[src/design/b2r_pkg.sv]
// Shared types, constants, microcode and character tables for the Roman numeral converter.
`timescale 1ns / 1ps

package b2r_pkg;

  localparam int unsigned ValueW  = 12;
  localparam int unsigned SymW    = 7;
  localparam int unsigned PcW     = 4;
  localparam int unsigned DigitW  = 4;
  localparam int unsigned PosW    = 2;
  localparam int unsigned LenW    = 3;
  localparam int unsigned WeightW = 14;  // holds 9 * 1000

  localparam logic [ValueW-1:0] MaxValid = 12'd3999;

  // ASCII codes
  localparam logic [SymW-1:0] SymNone = 7'h00;
  localparam logic [SymW-1:0] SymI    = 7'h49;
  localparam logic [SymW-1:0] SymV    = 7'h56;
  localparam logic [SymW-1:0] SymX    = 7'h58;
  localparam logic [SymW-1:0] SymL    = 7'h4C;
  localparam logic [SymW-1:0] SymC    = 7'h43;
  localparam logic [SymW-1:0] SymD    = 7'h44;
  localparam logic [SymW-1:0] SymM    = 7'h4D;

  // Decimal places
  localparam logic [1:0] PlaceOnes      = 2'd0;
  localparam logic [1:0] PlaceTens      = 2'd1;
  localparam logic [1:0] PlaceHundreds  = 2'd2;
  localparam logic [1:0] PlaceThousands = 2'd3;

  // Microprogram step addresses
  localparam logic [PcW-1:0] PcWait  = 4'd0;
  localparam logic [PcW-1:0] PcErr   = 4'd1;
  localparam logic [PcW-1:0] PcDig3  = 4'd2;
  localparam logic [PcW-1:0] PcEmit3 = 4'd3;
  localparam logic [PcW-1:0] PcDig2  = 4'd4;
  localparam logic [PcW-1:0] PcEmit2 = 4'd5;
  localparam logic [PcW-1:0] PcDig1  = 4'd6;
  localparam logic [PcW-1:0] PcEmit1 = 4'd7;
  localparam logic [PcW-1:0] PcDig0  = 4'd8;
  localparam logic [PcW-1:0] PcEmit0 = 4'd9;

  typedef enum logic [1:0] {
    OP_WAIT,   // take a transaction; range failure falls through, else jump
    OP_ERR,    // emit the error character, then jump
    OP_DIGIT,  // peel one decimal digit off the remainder
    OP_EMIT    // emit the digit's characters, jump when done
  } op_e;

  typedef enum logic [1:0] {
    SEL_UNIT,
    SEL_FIVE,
    SEL_TEN
  } sel_e;

  typedef struct packed {
    op_e            op;
    logic [1:0]     place;
    logic [PcW-1:0] target;
  } ctrl_t;

  // Control store
  function automatic ctrl_t ucode(input logic [PcW-1:0] pc);
    ctrl_t w;
    case (pc)
      PcWait:  w = '{op: OP_WAIT,  place: PlaceOnes,      target: PcDig3};
      PcErr:   w = '{op: OP_ERR,   place: PlaceOnes,      target: PcWait};
      PcDig3:  w = '{op: OP_DIGIT, place: PlaceThousands, target: PcEmit3};
      PcEmit3: w = '{op: OP_EMIT,  place: PlaceThousands, target: PcDig2};
      PcDig2:  w = '{op: OP_DIGIT, place: PlaceHundreds,  target: PcEmit2};
      PcEmit2: w = '{op: OP_EMIT,  place: PlaceHundreds,  target: PcDig1};
      PcDig1:  w = '{op: OP_DIGIT, place: PlaceTens,      target: PcEmit1};
      PcEmit1: w = '{op: OP_EMIT,  place: PlaceTens,      target: PcDig0};
      PcDig0:  w = '{op: OP_DIGIT, place: PlaceOnes,      target: PcEmit0};
      PcEmit0: w = '{op: OP_EMIT,  place: PlaceOnes,      target: PcWait};
      default: w = '{op: OP_WAIT,  place: PlaceOnes,      target: PcDig3};
    endcase
    return w;
  endfunction

  // k * 10^place
  function automatic logic [WeightW-1:0] dec_weight(input logic [1:0] place,
                                                    input logic [DigitW-1:0] k);
    logic [WeightW-1:0] w;
    case (place)
      PlaceOnes:      w = WeightW'(k);
      PlaceTens:      w = WeightW'(k) * 14'd10;
      PlaceHundreds:  w = WeightW'(k) * 14'd100;
      PlaceThousands: w = WeightW'(k) * 14'd1000;
      default:        w = '0;
    endcase
    return w;
  endfunction

  // Characters per digit
  function automatic logic [LenW-1:0] pat_len(input logic [DigitW-1:0] digit);
    logic [LenW-1:0] n;
    case (digit)
      4'd0:    n = 3'd0;
      4'd1:    n = 3'd1;
      4'd2:    n = 3'd2;
      4'd3:    n = 3'd3;
      4'd4:    n = 3'd2;
      4'd5:    n = 3'd1;
      4'd6:    n = 3'd2;
      4'd7:    n = 3'd3;
      4'd8:    n = 3'd4;
      4'd9:    n = 3'd2;
      default: n = 3'd0;
    endcase
    return n;
  endfunction

  // Which of unit / five / ten sits at a position in a digit's pattern
  function automatic sel_e pat_sel(input logic [DigitW-1:0] digit,
                                   input logic [PosW-1:0]   pos);
    sel_e s;
    case (digit)
      4'd4:          s = (pos == 2'd0) ? SEL_UNIT : SEL_FIVE;
      4'd9:          s = (pos == 2'd0) ? SEL_UNIT : SEL_TEN;
      4'd5, 4'd6,
      4'd7, 4'd8:    s = (pos == 2'd0) ? SEL_FIVE : SEL_UNIT;
      default:       s = SEL_UNIT;
    endcase
    return s;
  endfunction

  function automatic logic [SymW-1:0] place_char(input logic [1:0] place, input sel_e sel);
    logic [SymW-1:0] c;
    case (place)
      PlaceOnes:      c = (sel == SEL_UNIT) ? SymI : (sel == SEL_FIVE) ? SymV : SymX;
      PlaceTens:      c = (sel == SEL_UNIT) ? SymX : (sel == SEL_FIVE) ? SymL : SymC;
      PlaceHundreds:  c = (sel == SEL_UNIT) ? SymC : (sel == SEL_FIVE) ? SymD : SymM;
      PlaceThousands: c = (sel == SEL_UNIT) ? SymM : SymNone;
      default:        c = SymNone;
    endcase
    return c;
  endfunction

endpackage

[src/design/binary_to_roman_numeral_top.sv]
// Binary to Roman numeral converter: microcoded sequencer, output register.
`timescale 1ns / 1ps

// Takes a 12-bit unsigned value per input transaction and returns its subtractive
// Roman numeral as a stream of ASCII characters, one per output transaction,
// thousands first, with last_o set on the final character. Zero and values above
// 3999 give one output transaction with symbol 0, last_o = 1 and error_o = 1.
// A valid value passes one accept step, one digit-extraction step per decimal
// place and one character per cycle while the output is not stalled, all set by
// a ten-step microprogram that drives a single compare/subtract digit unit; a
// numeral has at most 15 characters, for 3888, and a zero digit writes none. An
// out-of-range value passes the accept step and then the error step. in_stall_o
// is low only while the program waits at its first step; the output register
// lets the last character of one value sit unconsumed while the next value is
// taken.

module binary_to_roman_numeral_top (
  input  logic                        clk_i,
  input  logic                        rst_ni,
  input  logic                        in_valid_i,
  output logic                        in_stall_o,
  input  logic [b2r_pkg::ValueW-1:0]  value_i,
  output logic                        out_valid_o,
  input  logic                        out_stall_i,
  output logic [b2r_pkg::SymW-1:0]    symbol_o,
  output logic                        last_o,
  output logic                        error_o
);

  import b2r_pkg::*;

  // sequencer state
  logic [PcW-1:0]    pc_q, pc_d;
  logic              out_valid_q, out_valid_d;

  // datapath registers
  logic [ValueW-1:0] rem_q, rem_d;     // value still to convert
  logic [DigitW-1:0] dig_q, dig_d;     // digit being emitted
  logic [PosW-1:0]   pos_q, pos_d;     // character index within the digit
  logic [SymW-1:0]   sym_q, sym_d;
  logic              last_q, last_d;
  logic              err_q, err_d;

  ctrl_t             ctrl;
  logic              in_fire;
  logic              slot_free;        // output register can take a character
  logic              value_bad;
  logic [DigitW-1:0] ext_digit;
  logic [ValueW-1:0] ext_rem;
  logic [LenW-1:0]   dig_len;
  logic              emit_final;       // this character closes the digit

  assign ctrl       = ucode(pc_q);
  assign in_stall_o = (ctrl.op != OP_WAIT);
  assign in_fire    = in_valid_i && !in_stall_o;
  assign slot_free  = !out_valid_q || !out_stall_i;
  assign value_bad  = (value_i == '0) || (value_i > MaxValid);

  // Digit unit: count how many multiples of 10^place fit, then subtract them.
  always_comb begin
    ext_digit = '0;
    for (int k = 1; k <= 9; k++) begin
      if ({{(WeightW-ValueW){1'b0}}, rem_q} >= dec_weight(ctrl.place, DigitW'(k))) begin
        ext_digit = DigitW'(k);
      end
    end
    ext_rem = rem_q - ValueW'(dec_weight(ctrl.place, ext_digit));
  end

  assign dig_len    = pat_len(dig_q);
  assign emit_final = (({1'b0, pos_q} + 3'd1) == dig_len);

  // Microcode execution
  always_comb begin
    pc_d        = pc_q;
    out_valid_d = out_valid_q && out_stall_i;
    rem_d       = rem_q;
    dig_d       = dig_q;
    pos_d       = pos_q;
    sym_d       = sym_q;
    last_d      = last_q;
    err_d       = err_q;
    case (ctrl.op)
      OP_WAIT: begin
        if (in_fire) begin
          rem_d = value_i;
          pc_d  = value_bad ? pc_q + 1'b1 : ctrl.target;
        end
      end
      OP_ERR: begin
        if (slot_free) begin
          out_valid_d = 1'b1;
          sym_d       = SymNone;
          last_d      = 1'b1;
          err_d       = 1'b1;
          pc_d        = ctrl.target;
        end
      end
      OP_DIGIT: begin
        dig_d = ext_digit;
        rem_d = ext_rem;
        pos_d = '0;
        pc_d  = ctrl.target;
      end
      OP_EMIT: begin
        if (dig_len == '0) begin
          pc_d = ctrl.target;  // zero digit: nothing to write
        end else if (slot_free) begin
          out_valid_d = 1'b1;
          sym_d       = place_char(ctrl.place, pat_sel(dig_q, pos_q));
          err_d       = 1'b0;
          // lower places already zero means this is the numeral's end
          last_d      = emit_final && (rem_q == '0);
          pos_d       = pos_q + 1'b1;
          if (emit_final) begin
            pc_d = ctrl.target;
          end
        end
      end
      default: begin
        pc_d = PcWait;
      end
    endcase
  end

  always_ff @(posedge clk_i or negedge rst_ni) begin
    if (!rst_ni) begin
      pc_q        <= PcWait;
      out_valid_q <= 1'b0;
    end else begin
      pc_q        <= pc_d;
      out_valid_q <= out_valid_d;
    end
  end

  always_ff @(posedge clk_i) begin
    rem_q  <= rem_d;
    dig_q  <= dig_d;
    pos_q  <= pos_d;
    sym_q  <= sym_d;
    last_q <= last_d;
    err_q  <= err_d;
  end

  assign out_valid_o = out_valid_q;
  assign symbol_o    = sym_q;
  assign last_o      = last_q;
  assign error_o     = err_q;

endmodule

[config.mk]
export PLATFORM = sky130hd
export DESIGN_NAME = binary_to_roman_numeral_top
export DESIGN_NICKNAME = d
export VERILOG_FILES = /design/src/design/b2r_pkg.sv /design/src/design/binary_to_roman_numeral_top.sv
export SDC_FILE = /design/constraint.sdc
export NUM_CORES = 1
export LEC_CHECK = 0
export BUFFER_PORTS_ARGS = -buffer_cell sky130_fd_sc_hd__clkbuf_2
export CORE_ASPECT_RATIO = 0.7
export CORE_MARGIN = 3
export CORE_UTILIZATION = 45
export DETAILED_ROUTE_END_ITERATION = 10
export GPL_TIMING_DRIVEN = 0
export SLEW_MARGIN = 15
export SYNTH_ARGS = -nofsm -noshare
export SYNTH_HDL_FRONTEND = slang
export SYNTH_SLANG_ARGS = --single-unit
[constraint.sdc]
create_clock -name clk_i -period 8.5 [get_ports clk_i]
set_clock_uncertainty 0.05 [all_clocks]
set_input_delay 1.275 -clock clk_i [delete_from_list [all_inputs] [get_ports clk_i]]
set_output_delay 1.275 -clock clk_i [all_outputs]
set_load 0.01 [all_outputs]
==> reports/results.tsv, run 1 <==
stage	metric	value	unit
outcome	status	complete, no violations	
yosys	Synth Area per Inst	8.65	um^2
clock_tree	Post-CTS Hold Fix Bufs	0	
clock_tree	Num Clock Sinks	34	
timing	Setup-failing EPs final	0	
timing	worst rel slew slack	26.0	%
run	max-cap viol count	0	
routing	post-route ant nets	0	
die	FP Rows	30	
critical_path	CP max stage cell	fa_1	
min_path	Worst Hold Class	flop to flop	
placed_design	Placement Setup Slack	-0.458	ns
die	DIE AREA	11700	um^2
timing	worst slew pin tran	1.11	ns
critical_path	most frequent CP cell	ha_1	
critical_path	delay-heaviest family, CP	compound AO/OA/AOI/OAI gates	
clock_tree	CTS tree	done	
yosys	register area share after synthesis	20.5	%
yosys	Netlist Area Pre-Place	4710	um^2
timing	Pins Over Slew Limit	0	
clock_tree	CTS max path bufs	2	
clock_tree	clock latency at the later pin of the worst-skew pair	0.28	ns
grt	GR Overflow Total	0	
yosys	EDFF count, synth	26	
routing	wire per inst	19.5	um
yosys	Post-Synthesis Cells	544	
routing	via count	4342	
routing	metal2 WL	5560	um
routing	Post-route DRC	0	
grt	vias in the first global route	4055	
final_layout	Antenna diodes	0	
critical_path	Worst Path Buf+Inv	9	
placed_design	dpl cells	697	
yosys	ys async rst share	14.7	%
final_layout	most frequent cells in the layout	ha_1 (92), inv_1 (45), nand2_1 (44), a21oi_1 (40), o21ai_0 (37)	
final_layout	Post-Layout Cell Count	716	
routing	DRT Pass-1 Iters	7	
grt	first-pass GRT wire length	22200	um
critical_path	Startpoint Class	flop	
timing	Fin. Hold Viols	0	
timing	worst setup margin	0.534	ns
final_layout	final layout net count	705	
yosys	Distinct cells, synth	73	
final_layout	Layout area overhead	11.9	%
yosys	Synth Register Bits	34	
die	Top Ports	27	
critical_path	Req. time, crit path	8.58	ns
routing	Metal-1 WL	7170	um
grt	pin count of the biggest net entering global routing	16	
die	Die Height	91.6	um
yosys	Mapped Nets	662	
critical_path	crit path max fanout	10	
routing	vias per std cell	6.06	
timing	RSZ-0062 raised after global routing	no	
routing	WL met3	1100	um
critical_path	Setup Crit Path Kind	flop to flop	
critical_path	kind of end point of the critical path	flop	
grt	initial antenna violation count	0	
yosys	post-synth top area cell	ha_1	
grt	All-Layer GR Usage	23.9	%
critical_path	CP Data Arrival Time	8.05	ns
routing	1st-iter DRT viols	394	
die	Starting Density	47.3	%
final_layout	commonest non-fill, non-tap cell in the layout	ha_1	
timing	period utilization	93.7	%
die	die width	128	um
timing	fin crit period	7.97	ns
critical_path	max incr delay on CP	0.55	ns
yosys	Synth top area share	24.7	%
timing	fmax	126	MHz
final_layout	share of layout cells above drive strength 1	12.2	%
placed_design	PortBufs	25	
die	core area	9950	um^2
clock_tree	H-tree Lvls	2	
yosys	Ys Warns	0	
placed_design	Placer Congestion	0.908	
timing	hold_ws	0.507	ns
yosys	Synth area leaders	ha_1 (25%), edfxtp_1 (17%), a21oi_1 (4.5%)	
placed_design	Post-DP HPWL	11000	um
critical_path	FF-to-FF setup slack	0.53	ns
clock_tree	CTS buffer count	5	
routing	Post-Route WL	14000	um
clock_tree	CTS clock-pin slew for the worst setup and hold paths	0.06	ns
clock_tree	clock root cell	clkbuf_16	
yosys	prevailing post-synth register cell	edfxtp_1	
routing	uppermost layer routed	met4	
sequential cells by signal, summed over array words and instances, names as in the netlist:
register / count
pos_q: 2
symbol_o: 6
out_valid_o: 1
pc_q: 4
rem_q: 12
last_o: 1
error_o: 1
dig_q: 4
dig_len: 3
synth_stat cells (all sizes together), types with 3 or more instances:
cell	n
ha	93
inv	47
nand2	44
a21oi	43
o21ai	39
nor2	36
edfxtp	26
nor3	16
a21o	13
nor2b	10
a211oi	9
fa	9
nand3	9
xor2	9
clkbuf	8
a31oi	7
nor4	7
xnor2	7
nand2b	6
o22ai	6
and3	5
dfrtp	5
o211ai	5
o31ai	5
a211o	4
a22oi	4
a311oi	4
mux2	4
a2111oi	3
a21boi	3
a222oi	3
buf	3
dfxtp	3
nand4	3
nor3b	3
o21a	3
o221ai	3
o41ai	3
or2	3
or3	3
path summary, 6_finish.rpt:
path,from,cells after the start,to
worst max-delay path,pc_q[3],31,rem_q[11]
worst min-delay path,out_valid_o,2,out_valid_o
worst max register to register,pc_q[3],31,rem_q[11]
worst min register to register,out_valid_o,2,out_valid_o
max in group asynchronous,rst_ni,1,pc_q[0]
min in group asynchronous,rst_ni,1,out_valid_o
kinds of logic after synthesis:
kind of cell	Yosys count	synth area share (%)
simple gates	155	16.5
xor+xnor	17	3.46
flops	34	20.5
buf+inv	59	5.05
mux	6	1.38
fa+ha+maj	102	28.5
other cells	1	0.0797
compound gates	170	24.5
through the flow:
stage                     instance area (um^2)  utilization (%)  TNS, ns
after CTS                                 5180             52.1        0
final                                     5270             53.0        0
after floorplan                           4710                -        0
after detailed placement                  4990             50.2   -0.458
after global placement                    4990             50.2   -0.446
after global routing                      5270             53.0        0
layout make-up:
class / instances / area (um^2)
clock inverter: 2 / 8.76
inverter: 48 / 188
multi-input combinational: 451 / 3540
fill: 916 / 4680
clock buffer: 6 / 129
tap: 128 / 160
sequential: 34 / 966
timing repair buffer: 36 / 220
buffer: 11 / 60.1
routing by layer:
metal / vias up / GRT usage [%]
li1: 2124 / -
met1: 2032 / 38.6
met2: 175 / 33.1
met3: 11 / 4.47
met4: 0 / 3.00
met5: - / 0
worst reg2reg max path: cells and delay by family, from the launching register on:
family	cells	cell delay, ns
and+or+nand+nor	3	0.65
AOI/OAI and AO/OA	12	2.51
buffers and inverters	9	1.80
adders and majority gates	6	2.11
xor gates and xnor gates	1	0.34
DFF	1	0.37
what timing repair did:
item / in CTS / in global routing
resized for setup: 6 / 8
endpoints found under the setup margin: 2 / 3
buffers inserted: 3 / 8
Power of run 1 is left out: the tool's default activity adds up to more than one toggle a clock period on the data nets, which glitch-free logic cannot reach.
==> inputs of run 2 (changes only) <==
- CELL_PAD_IN_SITES_DETAIL_PLACEMENT: default -> 0
- CELL_PAD_IN_SITES_GLOBAL_PLACEMENT: default -> 1
- PLACE_DENSITY_LB_ADDON: default -> 0.1
==> run 2 against run 1 <==
Count of clock-buffer cells in the layout unchanged; global-route usage down 1.0 points; final area down 0.43%; worst setup slack worse by 0.037 ns; flip-flop and latch count unchanged; largest cell class unchanged.
==> reports/results.tsv, run 2 (synthesized netlist as in run 1, its figures left out) <==
stage	metric	value	unit	change
clock_tree	CTS clock-pin slew for the worst setup and hold paths	0.06	ns	about the same
clock_tree	clock latency at the later pin of the worst-skew pair	0.28	ns	about the same
die	Top Ports	27		unchanged
final_layout	max reg flops	12		unchanged
critical_path	Worst Path Buf+Inv	4		-5
clock_tree	Num Clock Sinks	34		unchanged
grt	GR Overflow Total	0		unchanged
grt	first-pass GRT wire length	21500	um	-3.2%
clock_tree	clock root cell	clkbuf_16		
final_layout	commonest non-fill, non-tap cell in the layout	ha_1		
run	max-cap viol count	0		unchanged
critical_path	max incr delay on CP	0.56	ns	about the same
final_layout	most frequent cells in the layout	ha_1 (93), inv_1 (46), nand2_1 (44), a21oi_1 (40), o21ai_0 (37)		
critical_path	CP max stage cell	nor2_1		
die	Starting Density	47.3	%	unchanged
placed_design	Placer Congestion	0.914		+0.65%
timing	fmax	125	MHz	-0.46%
min_path	Worst Hold Class	flop to flop		
clock_tree	Post-CTS Hold Fix Bufs	0		unchanged
routing	via count	4424		+1.9%
critical_path	CP Data Arrival Time	8.08	ns	+0.03 ns
timing	worst slew pin tran	0.864	ns	-0.242 ns
final_layout	final layout net count	705		unchanged
grt	pin count of the biggest net entering global routing	16		unchanged
routing	Post-Route WL	13300	um	-4.7%
routing	post-route ant nets	0		unchanged
outcome	status	complete, no violations		
critical_path	Startpoint Class	flop		
clock_tree	CTS max path bufs	2		unchanged
routing	Metal-1 WL	6720	um	-6.4%
timing	hold_ws	0.455	ns	-0.0517 ns
timing	Pins Over Slew Limit	0		unchanged
grt	initial antenna violation count	0		unchanged
clock_tree	H-tree Lvls	2		unchanged
die	DIE AREA	11700	um^2	unchanged
timing	fin crit period	8.00	ns	+0.0367 ns
routing	DRT Pass-1 Iters	8		+1
routing	metal2 WL	5620	um	+1.2%
critical_path	Setup Crit Path Kind	flop to flop		
timing	Setup-failing EPs final	0		unchanged
critical_path	Req. time, crit path	8.58	ns	about the same
final_layout	most flop-heavy register	rem_q		
die	FP Rows	30		unchanged
routing	WL met3	938	um	-14%
routing	1st-iter DRT viols	401		+1.8%
timing	worst rel slew slack	42.4	%	+16 points
placed_design	PortBufs	25		unchanged
critical_path	most frequent CP cell	ha_1		
final_layout	Antenna diodes	0		unchanged
final_layout	share of layout cells above drive strength 1	11.7	%	-0.51 points
placed_design	Post-DP HPWL	10700	um	-3.0%
critical_path	crit path max fanout	15		+5
placed_design	Placement Setup Slack	-0.276	ns	+0.182 ns
routing	wire per inst	18.6	um	-4.7%
routing	uppermost layer routed	met4		
timing	Fin. Hold Viols	0		unchanged
critical_path	kind of end point of the critical path	flop		
grt	vias in the first global route	4071		+0.39%
routing	Post-route DRC	0		unchanged
die	die width	128	um	unchanged
timing	period utilization	94.2	%	+0.43 points
critical_path	FF-to-FF setup slack	0.50	ns	-0.04 ns
clock_tree	CTS tree	done		
critical_path	delay-heaviest family, CP	adder cells		
die	core area	9950	um^2	unchanged
final_layout	Layout area overhead	11.5	%	
timing	worst setup margin	0.497	ns	-0.0367 ns
die	Die Height	91.6	um	unchanged
final_layout	number of fill cells in the layout	947		+3.4%
grt	All-Layer GR Usage	22.9	%	-1.0 points
routing	vias per std cell	6.18		+1.9%
clock_tree	CTS buffer count	5		unchanged
## run 2: worst paths after layout
check	from	end	cells past startpoint
max	pc_q[2]	rem_q[11]	29
min	dig_q[3]	dig_len[0]	1
max reg2reg	pc_q[2]	rem_q[11]	29
min reg2reg	dig_q[3]	dig_len[0]	1
max in group asynchronous	rst_ni	pc_q[3]	1
min in group asynchronous	rst_ni	out_valid_o	1
## run 2: repair_timing
item,CTS,global route
hold endpoints to repair,0,0
pin swaps,0,2
setup buffers,0,11
gates resized for setup,2,8
endpoints found under the setup margin,1,1
## run 2: routing by layer
layer  up-vias  GRT usage, %
met5         -             0
met4         0          2.74
met3         4          3.76
met2       164          33.5
met1      2132          35.9
li1       2124             -
## run 2: stage by stage
step                utilization, %  cell area [um^2]  instances  TNS [ns]
CTS                           51.6              5140        705         0
floorplan                        -              4710        544         0
global route                  52.7              5250        716  -0.00721
global placement              50.2              4990        697    -0.217
detailed placement            50.2              4990        697    -0.276
finish                        52.7              5250        716         0
## run 2: area by class of cell
| cell class | instances | area [um^2] | area share [%] |
|---|---|---|---|
| repair buffers | 36 | 208 | 3.96 |
| clock inverters | 2 | 8.76 | 0.167 |
| plain buffers | 11 | 60.1 | 1.14 |
| multi-input cells | 451 | 3530 | 67.3 |
| well taps | 128 | 160 | 3.05 |
| inverters | 48 | 184 | 3.51 |
| flip-flops and latches | 34 | 966 | 18.4 |
| clock buffers | 6 | 129 | 2.46 |
Power of run 2 is left out for the same reason.
==> inputs of run 3 (changes only) <==
- CORE_UTILIZATION: 45 -> 44
- clock period: 8.5 -> 6.65 ns (I/O delays scaled with it)
==> run 3 against run 2 <==
The run now ends with negative setup slack left; global-route usage is 1.1 points higher; worst hold slack better by 0.025 ns; count of clock-buffer cells in the layout stayed put; flip-flop and latch count stayed put; wire length is 11% higher; final cell count is 6.3% higher; via count is 2.8% higher; critical endpoint unchanged.
==> reports/results.tsv, run 3 (synthesized netlist as in run 1, its figures left out) <==
stage	metric	value	unit	change
final_layout	most flop-heavy register	rem_q		
grt	GR Overflow Total	0		unchanged
timing	worst slew pin tran	1.10	ns	+0.233 ns
final_layout	Layout area overhead	30.8	%	
routing	Post-route DRC	0		unchanged
grt	pin count of the biggest net entering global routing	13		-3
timing	worst setup margin	-0.00713	ns	-0.504 ns
final_layout	most frequent cells in the layout	ha_1 (70), buf_4 (54), nand2_1 (40), a21oi_1 (36), inv_1 (34)		
die	Starting Density	46.8	%	-0.53 points
die	die width	130	um	+1.1%
clock_tree	CTS max path bufs	2		unchanged
timing	fmax	150	MHz	+20%
grt	All-Layer GR Usage	24.0	%	+1.1 points
final_layout	Final Util	61.2	%	+8.5 points
grt	vias in the first global route	4252		+4.4%
placed_design	Placement Setup Slack	-1.21	ns	-0.931 ns
clock_tree	Num Clock Sinks	34		unchanged
critical_path	most frequent CP cell	ha_4		
placed_design	Post-DP HPWL	10800	um	+1.2%
timing	worst rel slew slack	26.6	%	-16 points
timing	RSZ-0062 raised after global routing	yes		
die	Die Height	92.5	um	+1.1%
clock_tree	Post-CTS Hold Fix Bufs	0		unchanged
grt	initial antenna violation count	0		unchanged
grt	first-pass GRT wire length	22600	um	+5.3%
timing	Setup-failing EPs final	1		+1
clock_tree	H-tree Lvls	2		unchanged
critical_path	kind of end point of the critical path	flop		
placed_design	Placer Congestion	0.919		+0.61%
die	FP Rows	30		unchanged
final_layout	final layout net count	750		+6.4%
final_layout	share of layout cells above drive strength 1	28.6	%	+17 points
critical_path	Startpoint Class	flop		
critical_path	max incr delay on CP	0.57	ns	about the same
routing	Post-Route WL	14700	um	+11%
routing	post-route ant nets	0		unchanged
clock_tree	clock root cell	clkbuf_16		
die	Top Ports	27		unchanged
placed_design	PortBufs	25		unchanged
critical_path	Req. time, crit path	6.73	ns	-1.85 ns
timing	period utilization	100	%	+6.0 points
clock_tree	CTS clock-pin slew for the worst setup and hold paths	0.05	ns	about the same
routing	vias per std cell	5.98		-3.3%
routing	1st-iter DRT viols	457		+14%
final_layout	Antenna diodes	0		unchanged
clock_tree	CTS tree	done		
final_layout	max reg flops	12		unchanged
timing	Fin. Hold Viols	0		unchanged
timing	Pins Over Slew Limit	0		unchanged
clock_tree	clock latency at the later pin of the worst-skew pair	0.28	ns	about the same
clock_tree	CTS buffer count	5		unchanged
critical_path	Setup Crit Path Kind	flop to flop		
routing	DRT Pass-1 Iters	5		-3
outcome	status	finished, violations left		
run	max-cap viol count	0		unchanged
die	core area	10100	um^2	+1.1%
routing	via count	4547		+2.8%
critical_path	CP max stage cell	fa_1		
routing	wire per inst	19.4	um	+4.0%
critical_path	CP Data Arrival Time	6.74	ns	-1.34 ns
final_layout	commonest non-fill, non-tap cell in the layout	ha_1		
outcome	failing checks	negative setup slack		
min_path	Worst Hold Class	primary input to asynchronous set/reset pin		
die	DIE AREA	12000	um^2	+2.1%
timing	fin crit period	6.66	ns	-1.35 ns
critical_path	crit path max fanout	7		-8
==> run 3: timing repair <==
action                     in CTS  in global routing
buffers inserted               37                 22
resized for setup              65                 49
pin swaps                      29                 33
setup endpoints to repair       6                  4
==> run 3: area by class of cell <==
class                           instances  area [um^2]
Multi-Input combinational cell        451         4040
Fill cell                             856         3900
Sequential cell                        34          968
Timing Repair Buffer                   84          591
Inverter                               48          206
Tap cell                              128          160
Clock buffer                            6          129
Buffer                                  8         52.6
Clock inverter                          2         8.76
==> run 3: worst paths after layout <==
check / startpoint / endpoint / slack [ns] / cells past startpoint
setup / recovery: pc_q[2] / rem_q[11] / -0.007 / 28
hold reg to reg: dig_q[3] / dig_len[0] / 0.49 / 1
setup reg to reg: pc_q[2] / rem_q[11] / -0.007 / 28
min in group clk_i: dig_q[3] / dig_len[0] / 0.49 / 1
max in group asynchronous: rst_ni / pc_q[1] / 5.92 / 1
hold / removal: rst_ni / pc_q[0] / 0.48 / 1
==> run 3: critical path: cells and delay by family, from the launching register on <==
| family | cells | cell delay [ns] |
|---|---|---|
| and+or+nand+nor | 3 | 0.49 |
| DFF | 1 | 0.38 |
| xor gates and xnor gates | 2 | 0.39 |
| adders and majority gates | 7 | 2.37 |
| buffers and inverters | 5 | 0.58 |
| AOI/OAI and AO/OA | 11 | 2.24 |
==> run 3: metal layers <==
metal	global-route usage [%]	wire length (um)	vias up
met1	37.5	7350	2170
met3	5.01	1040	20
met4	3.81	187	0
li1	-	-	2223
met2	34.1	6150	134
met5	0	0	-
==> run 3: metrics by stage <==
step                      setup TNS (ns)  cells  instance area [um^2]  hold WS, ns
after global routing              -0.368    761                  6160        0.479
final                           -0.00713    761                  6160        0.480
after global placement             -3.33    697                  5040        0.468
after floorplan                        0    544                  4760        0.419
after detailed placement           -3.44    697                  5040        0.477
after CTS                              0    741                  5770        0.475
Power of run 3 is left out for the same reason.
